### src/design/bcs_pkg.sv
// ----------------------------------------------------------------------------
// bcs_pkg
// shared types, codes and defaults of the bounded call stack engine
// ----------------------------------------------------------------------------
package bcs_pkg;

    localparam int DEPTH_DEF    = 256;
    localparam int NUM_REGS_DEF = 4;

    localparam logic [15:0] WORD_BYTES = 16'h0008;

    localparam logic [15:0] BOTTOM_RST = 16'd2040;
    localparam logic [15:0] LIMIT_RST  = 16'd0;
    localparam logic [15:0] START_RST  = 16'd2040;

    localparam logic [1:0] CMD_PUSH_IMM = 2'd0;
    localparam logic [1:0] CMD_PUSH_REG = 2'd1;
    localparam logic [1:0] CMD_POP      = 2'd2;

    localparam logic [1:0] ST_DONE      = 2'd0;
    localparam logic [1:0] ST_OVERFLOW  = 2'd1;
    localparam logic [1:0] ST_UNDERFLOW = 2'd2;

    localparam logic [1:0] CFG_BOTTOM = 2'd0;
    localparam logic [1:0] CFG_LIMIT  = 2'd1;
    localparam logic [1:0] CFG_START  = 2'd2;

    typedef enum logic [1:0] {
        K_NOP,
        K_PUSH_IMM,
        K_PUSH_REG,
        K_POP
    } t_kind;

    typedef struct packed {
        t_kind       kind;
        logic [1:0]  reg_index;
        logic [63:0] imm;
    } t_item;

    typedef struct packed {
        logic [15:0] bottom;
        logic [15:0] limit;
        logic [15:0] start;
    } t_cfg;

    typedef struct packed {
        logic        valid;
        logic [1:0]  status;
        logic [15:0] pointer;
        logic [63:0] value;
    } t_result;

endpackage

### src/design/bcs_front.sv
// ----------------------------------------------------------------------------
// bcs_front
// accepts command beats, classifies them and holds them in a two-entry queue
// ----------------------------------------------------------------------------
module bcs_front (
    input  logic          i_clk,
    input  logic          i_rst_n,
    input  logic          i_start,
    input  logic [1:0]    i_cmd,
    input  logic [1:0]    i_reg_index,
    input  logic [63:0]   i_imm_value,
    output logic          o_busy,
    output logic          o_q_valid,
    output bcs_pkg::t_item o_q_item,
    input  logic          i_q_take
);
    import bcs_pkg::*;

    t_item      r_q [2];
    logic       r_wr;
    logic       r_rd;
    logic [1:0] r_count;
    logic [1:0] n_count;
    logic       push_q;
    logic       pop_q;
    t_kind      kind;

    always_comb begin
        case (i_cmd)
            CMD_PUSH_IMM: kind = K_PUSH_IMM;
            CMD_PUSH_REG: kind = K_PUSH_REG;
            CMD_POP:      kind = K_POP;
            default:      kind = K_NOP;
        endcase
    end

    assign o_busy    = (r_count == 2'd2);
    assign push_q    = i_start && !o_busy;
    assign o_q_valid = (r_count != 2'd0);
    assign pop_q     = i_q_take && o_q_valid;
    assign o_q_item  = r_q[r_rd];

    always_comb begin
        n_count = r_count;
        if (push_q && !pop_q) begin
            n_count = r_count + 2'd1;
        end else if (pop_q && !push_q) begin
            n_count = r_count - 2'd1;
        end
    end

    always_ff @(posedge i_clk) begin
        if (!i_rst_n) begin
            r_wr    <= 1'b0;
            r_rd    <= 1'b0;
            r_count <= 2'd0;
        end else begin
            r_count <= n_count;
            if (push_q) begin
                r_wr <= !r_wr;
            end
            if (pop_q) begin
                r_rd <= !r_rd;
            end
        end
    end

    always_ff @(posedge i_clk) begin
        if (push_q) begin
            r_q[r_wr] <= '{kind: kind, reg_index: i_reg_index, imm: i_imm_value};
        end
    end

endmodule

### config.mk
export PLATFORM = sky130hd
export DESIGN_NAME = bcs_front
export DESIGN_NICKNAME = d
export VERILOG_FILES = /design/src/design/bcs_pkg.sv /design/src/design/bcs_front.sv
export SDC_FILE = /design/constraint.sdc
export NUM_CORES = 1
export LEC_CHECK = 0
export ABC_AREA = 1
export ABC_CLOCK_PERIOD_IN_PS = 5800
export CAP_MARGIN = 15
export CORE_MARGIN = 10
export CORE_UTILIZATION = 67
export DETAILED_ROUTE_END_ITERATION = 8
export DONT_BUFFER_PORTS = 1
export PLACE_DENSITY = 0.83
export SYNTH_ARGS = -nofsm -noshare
export SYNTH_HDL_FRONTEND = slang
export SYNTH_SLANG_ARGS = --single-unit
export TNS_END_PERCENT = 20
### constraint.sdc
create_clock -name i_clk -period 5.8 [get_ports i_clk]
set_input_delay 0.58 -clock i_clk [delete_from_list [all_inputs] [get_ports i_clk]]
set_output_delay 0.58 -clock i_clk [all_outputs]
set_load 0.02 [all_outputs]
==> metrics.csv, run 1 <==
metric,value,unit
most frequent cell after synthesis,edfxtp_1,
main flop type after synthesis,edfxtp_1,
final WL,9670,um
"Reg clk slew, reported paths",0.06,ns
Buf/Inv on CP,0,
Slew headroom,34.6,%
cell breakdown of the critical path,mux2_2,
post-cts resize count,0,
Clock Power Share,35.2,%
total track usage,16.7,%
post-synthesis sequential area ratio,79.1,%
first-pass GRT wire length,14400,um
1st-iter DRT viols,105,
vias per cell,5.88,
HP Class,primary input to register,
Site Rows,32,
hold_buf cts,0,
Die Ht,109,um
Int Power,2.16,mW
Max-Cap Viols,0,
Synth top area share,77.2,%
multi-input logic area,1010,um^2
Placeable Area,7690,um^2
WL/cell,25.2,um
setup_tns,0,ns
Psw,861,uW
"Clk Latency, worst-skew pair",0.50,ns
Adder-Cell Fraction of Synth Area,0.946,%
effective utilization at floorplan,68.8,%
Post-synth ARST share,0,%
Critical-path top delay cell,dfxtp_4,
Synth area leaders,"edfxtp_1 (77%), mux2_2 (10%), mux2_4 (5.7%)",
Final GP Congestion,0.690,
"critical path fanouts, max",68,
Mean Syn Cell Area,20.7,um^2
Commonest cells post-synth,"edfxtp_1 (136), mux2_2 (48), mux2_4 (20)",
"delay-heaviest family, CP",flip-flops,
routed via count,2257,
Residual DRC,0,
Die Area,11900,um^2
mux share of post-synthesis cell area,15.9,%
status,completed,
setup repair bufs after CTS,0,
P_leak,2.05,nW
post-synthesis xor/xnor area fraction,0,%
Root Buffer,clkbuf_8,
antenna-violating nets left,0,
setup slack after layout,3.21,ns
pre-CTS WS,3.67,ns
Area Overhead vs Synth,13.0,%
Final Critical Period,2.59,ns
IO Count,142,
chip width,109,um
Worst Max-Slew Pin Slew,0.982,ns
Worst VDD drop,377,uV
"Arr. time, crit path",2.01,ns
FILL cells,402,
CP required,5.22,ns
post-DP HPWL,6340,um
count of input and output buffers,0,
Non-Filler Instances,384,
Simple-Gate Fraction of Synth Area,1.49,%
largest net degree at the start of global routing,69,
"EDFF count, synth",136,
#FFs+latches synth,141,
syn_nets,332,
# diodes,0,
TritonCTS buffer count,17,
Nets,345,
Sinks on Clock Net,141,
GRT overflow,0,
sequential share of power,46.0,%
H-tree depth,4,
CP Launch Type,register,
Worst path max stage delay,1.00,ns
Final Hold Viols,0,
leading area contributor after synthesis,edfxtp_1,
final setup skew,0.00571,ns
fin crit share,44.7,%
count of cell types in the netlist,16,
combinational share of power,18.8,%
fraction of the mapped netlist area in compound gates,0.520,%
share of post-route cells with drive strength above 1,36.9,%
Synth Instances,256,
Setup CP Type,register to output pin,
unrepaired setup endpoints after global routing,no,
Cells after DPL,352,
vias in the first global route,2445,
CTS max path bufs,2,
cell area power density,505,nW/um^2
antenna violations before repair,0,
CTS tree,yes,
largest family of logic cells by synthesized area,multiplexers,
fin. max-slew vios,0,
Final setup viols,0,
sw frac,28.5,%
CP endpoint kind,output pin,
Yosys warnings,0,
Mapped Area,5290,um^2
drt pass-1 iters,4,
Peak Freq,386,MHz
register area,4190,um^2
## sequential cells by signal, indices dropped and copies added, names as in the netlist, named ones only
register / count
r_q: 136
r_count: 2
r_rd: 1
r_wr: 1
## area by class of cell
class | instances | area share [%]
clock buffer | 19 | 7.22
clock inverter | 13 | 2.76
inverter | 10 | 0.628
multi-input combinational | 97 | 16.9
sequential | 141 | 70.1
tap | 102 | 2.14
timing repair buffer | 2 | 0.251
## cells by family after synthesis
group	count (synthesis)
AOI/OAI and AO/OA	5
adders and majority gates	4
buffers and inverters	18
DFF	141
muxes	68
and+or+nand+nor	20
## routing by layer
metal / global-route usage (%) / share of wire, % / wire [um] / vias to the layer above
li1: - / - / - / 1008
met1: 17.8 / 34 / 3300 / 1130
met2: 27.2 / 52 / 5040 / 108
met3: 9.20 / 12 / 1210 / 11
met4: 6.69 / 1.3 / 123 / 0
met5: 0 / 0 / 0 / -
## placed cells by master, fill, tap and decap left out, types with 3 or more instances in the layout
cell type   count
mux2_4         20
bufinv_16       3
edfxtp_1      136
dfxtp_1         4
inv_6           3
clkinvlp_4      4
ha_1            4
mux2_2         48
nand2_1         7
o21ai_0         3
nor2_1          9
clkbuf_16      16
inv_1          10
## worst paths after layout
kind | startpoint | to | slack (ns) | depth (start not counted)
setup / recovery | register | o_q_item[18] | 3.21 | 1
hold / removal | i_imm_value[15] | r_q[1][15] | 0.18 | 0
setup reg to reg | r_count[1] | r_count[1] | 3.74 | 9
hold reg to reg | r_rd | r_rd | 0.51 | 2
## power groups by stage
stage                     Sequential [mW]  Combinational, mW  Clock [mW]
after floorplan                      1.35              0.551           0
after global placement               1.40              0.562           0
after detailed placement             1.41              0.573           0
after CTS                            1.39              0.579        1.08
after global routing                 1.41              0.606        1.12
final                                1.39              0.568        1.06
## metrics by stage
stage | power [mW] | cell area (um^2) | hold slack, ns | util, %
6_report | 3.02 | 5980 | 0.175 | 77.8
3_3_place_gp | 1.96 | 5380 | 0.478 | 70.0
2_1_floorplan | 1.90 | 5290 | 0.467 | -
4_1_cts | 3.05 | 5980 | 0.152 | 77.8
3_5_place_dp | 1.98 | 5380 | 0.496 | 70.0
5_1_grt | 3.14 | 5980 | 0.145 | 77.8
No activity file was read; power rests on OpenSTA's default activity.
==> run 2: changes to the inputs <==
ABC_AREA = 0   (was 1)
ABC_CLOCK_PERIOD_IN_PS = 2250   (was 5800)
CORE_UTILIZATION = 56   (was 67)
PLACE_DENSITY = 0.74   (was 0.83)
clock period = 2.25 ns   (was 5.8 ns; I/O delays follow)
==> metrics.csv, run 2 <==
metric,value,unit
Setup CP Type,register to output pin,
post-cts resize count,0,
CP required,2.03,ns
Simple-Gate Fraction of Synth Area,1.23,%
post-DP HPWL,6280,um
Sinks on Clock Net,141,
final setup skew,0.0121,ns
Yosys warnings,0,
Nets,405,
Hold Path End,r_q[1][67],
sequential share of power,43.5,%
Cells after DPL,352,
IO Count,142,
chip width,117,um
Final setup viols,0,
unrepaired setup endpoints after global routing,no,
"EDFF count, synth",136,
combinational share of power,24.1,%
Site Rows,35,
Non-Filler Instances,453,
"Most flops, register",r_q,
first-pass GRT wire length,15700,um
CP endpoint kind,output pin,
Post-Layout Inst Area,6710,um^2
total track usage,15.7,%
H-tree depth,4,
Commonest cells post-synth,"edfxtp_1 (136), mux2_2 (48), mux2_4 (20)",
share of post-route cells with drive strength above 1,31.6,%
"Clk Latency, worst-skew pair",0.51,ns
Worst Max-Slew Pin Slew,0.405,ns
Hold Path Depth,2,
CTS tree,yes,
Synth top area share,77.4,%
count of cell types in the netlist,23,
"Arr. time, crit path",1.88,ns
Peak Freq,474,MHz
largest net degree at the start of global routing,70,
worst hold start,i_cmd[0],
setup repair bufs after CTS,0,
post-synthesis sequential area ratio,79.3,%
Slew headroom,73.0,%
"Cell Area, Placed",5450,um^2
syn_nets,320,
vias per cell,5.43,
final WL,10500,um
most frequent cell after synthesis,edfxtp_1,
Psw,2.38,mW
GRT overflow,0,
Placeable Area,9200,um^2
mux share of post-synthesis cell area,15.9,%
Root Buffer,clkbuf_8,
"reg-to-reg slack, setup",0.24,ns
vias in the first global route,2721,
HP Class,primary input to register,
CTS max path bufs,2,
effective utilization at floorplan,57.4,%
status,completed,
"Reg clk slew, reported paths",0.06,ns
Final Critical Period,2.11,ns
Clock Power Share,32.4,%
fin. max-slew vios,0,
Die Ht,117,um
routed via count,2461,
Final Hold Viols,0,
post-synthesis xor/xnor area fraction,0.498,%
Synth Instances,244,
Adder-Cell Fraction of Synth Area,0.948,%
sw frac,29.8,%
WL/cell,23.2,um
Die Area,13700,um^2
Min Hold Slack,0.0350,ns
Mapped Area,5280,um^2
Int Power,5.63,mW
"commonest non-fill, non-tap cells in the layout","edfxtp_1 (136), dlygate4sd3_1 (69), mux2_2 (48)",
Final GP Congestion,0.729,
CP Launch Type,register,
max FFs per register,136,
worst reg2reg endpoint,r_wr,
antenna-violating nets left,0,
Synth area leaders,"edfxtp_1 (77%), mux2_2 (10%), mux2_4 (5.7%)",
"most common cell after layout, fill and taps aside",edfxtp_1,
#FFs+latches synth,141,
fin crit share,93.7,%
drt pass-1 iters,4,
Area Overhead vs Synth,27.0,%
Post-synth ARST share,0,%
largest registers,"r_q (136), r_count (2)",
fraction of the mapped netlist area in compound gates,0.616,%
hold_buf cts,69,
cell area power density,1190,nW/um^2
largest family of logic cells by synthesized area,multiplexers,
Mean Syn Cell Area,21.6,um^2
Worst VDD drop,775,uV
# diodes,0,
Reg2Reg Depth,6,
worst r2r src,r_count[0],
antenna violations before repair,0,
leading area contributor after synthesis,edfxtp_1,
Residual DRC,0,
Max-Cap Viols,0,
main flop type after synthesis,edfxtp_1,
TritonCTS buffer count,17,
"critical path fanouts, max",26,
P_leak,2.33,nW
count of input and output buffers,0,
1st-iter DRT viols,153,
run 2: changes by cell type in the layout (fill, tap and decap cells not counted), sizes merged, moves of 2 or more:
cell         delta
a21boi          +2
dlygate4sd3    +69
and2            +3
xnor2           +2
clkbuf          -2
nand2           -7
nor2            -8
buf             +3
inv             -7
clkinv          +5
run 2: how the worst max path moves through the flow:
stage,cells after the start,slack (ns),startpoint,to
4_1_cts,2,0.11,register,o_q_item[36]
3_5_place_dp,2,0.66,register,o_q_item[36]
6_report,2,0.14,register,o_q_item[36]
5_1_grt,2,0.06,register,o_q_item[3]
3_3_place_gp,2,0.67,register,o_q_item[1]
2_1_floorplan,3,-0.40,r_count[0],r_q[0][0]
run 2: logic make-up after synthesis:
logic type      count (synthesis)
fa+ha+maj                       4
mux                            68
compound gates                  5
buf+inv                        12
flops                         141
xor+xnor                        3
simple gates                   11
run 2: layout make-up:
class | count | area [um^2]
Multi-Input combinational cell | 91 | 1030
Clock inverter | 15 | 146
Clock buffer | 17 | 414
Inverter | 4 | 17.5
Tap cell | 111 | 139
Fill cell | 559 | 2490
Timing Repair Buffer | 74 | 766
Sequential cell | 141 | 4190
run 2: power by group through the flow:
stage	sequential (mW)	clock [mW]	combinational, mW
after detailed placement	3.54	0	1.83
after CTS	3.49	2.63	1.96
after global placement	3.51	0	1.82
after global routing	3.53	2.74	2.05
final	3.49	2.59	1.93
after floorplan	3.45	0	1.62
run 2: through the flow:
step / setup TNS [ns] / setup WS, ns / power [mW] / util (%)
4_1_cts: 0 / 0.111 / 8.07 / 72.9
3_5_place_dp: 0 / 0.661 / 5.36 / 59.3
5_1_grt: 0 / 0.0588 / 8.32 / 72.9
2_1_floorplan: -50.05 / -0.401 / 5.07 / -
3_3_place_gp: 0 / 0.671 / 5.33 / 59.3
6_report: 0 / 0.141 / 8.01 / 72.9
run 2: critical path, cell delays in order (launching register included):
cell and delay [ns]:
dfxtp_4 0.60, buf_4 0.33, mux2_2 0.43
run 2: layer usage:
| metal | routed length, um | part of all wire (%) | global-route usage (%) |
|---|---|---|---|
| met1 | 3620 | 35 | 16.1 |
| met2 | 5720 | 55 | 27.4 |
| met3 | 1010 | 9.7 | 7.14 |
| met4 | 137 | 1.3 | 6.10 |
| met5 | 0 | 0 | 0 |
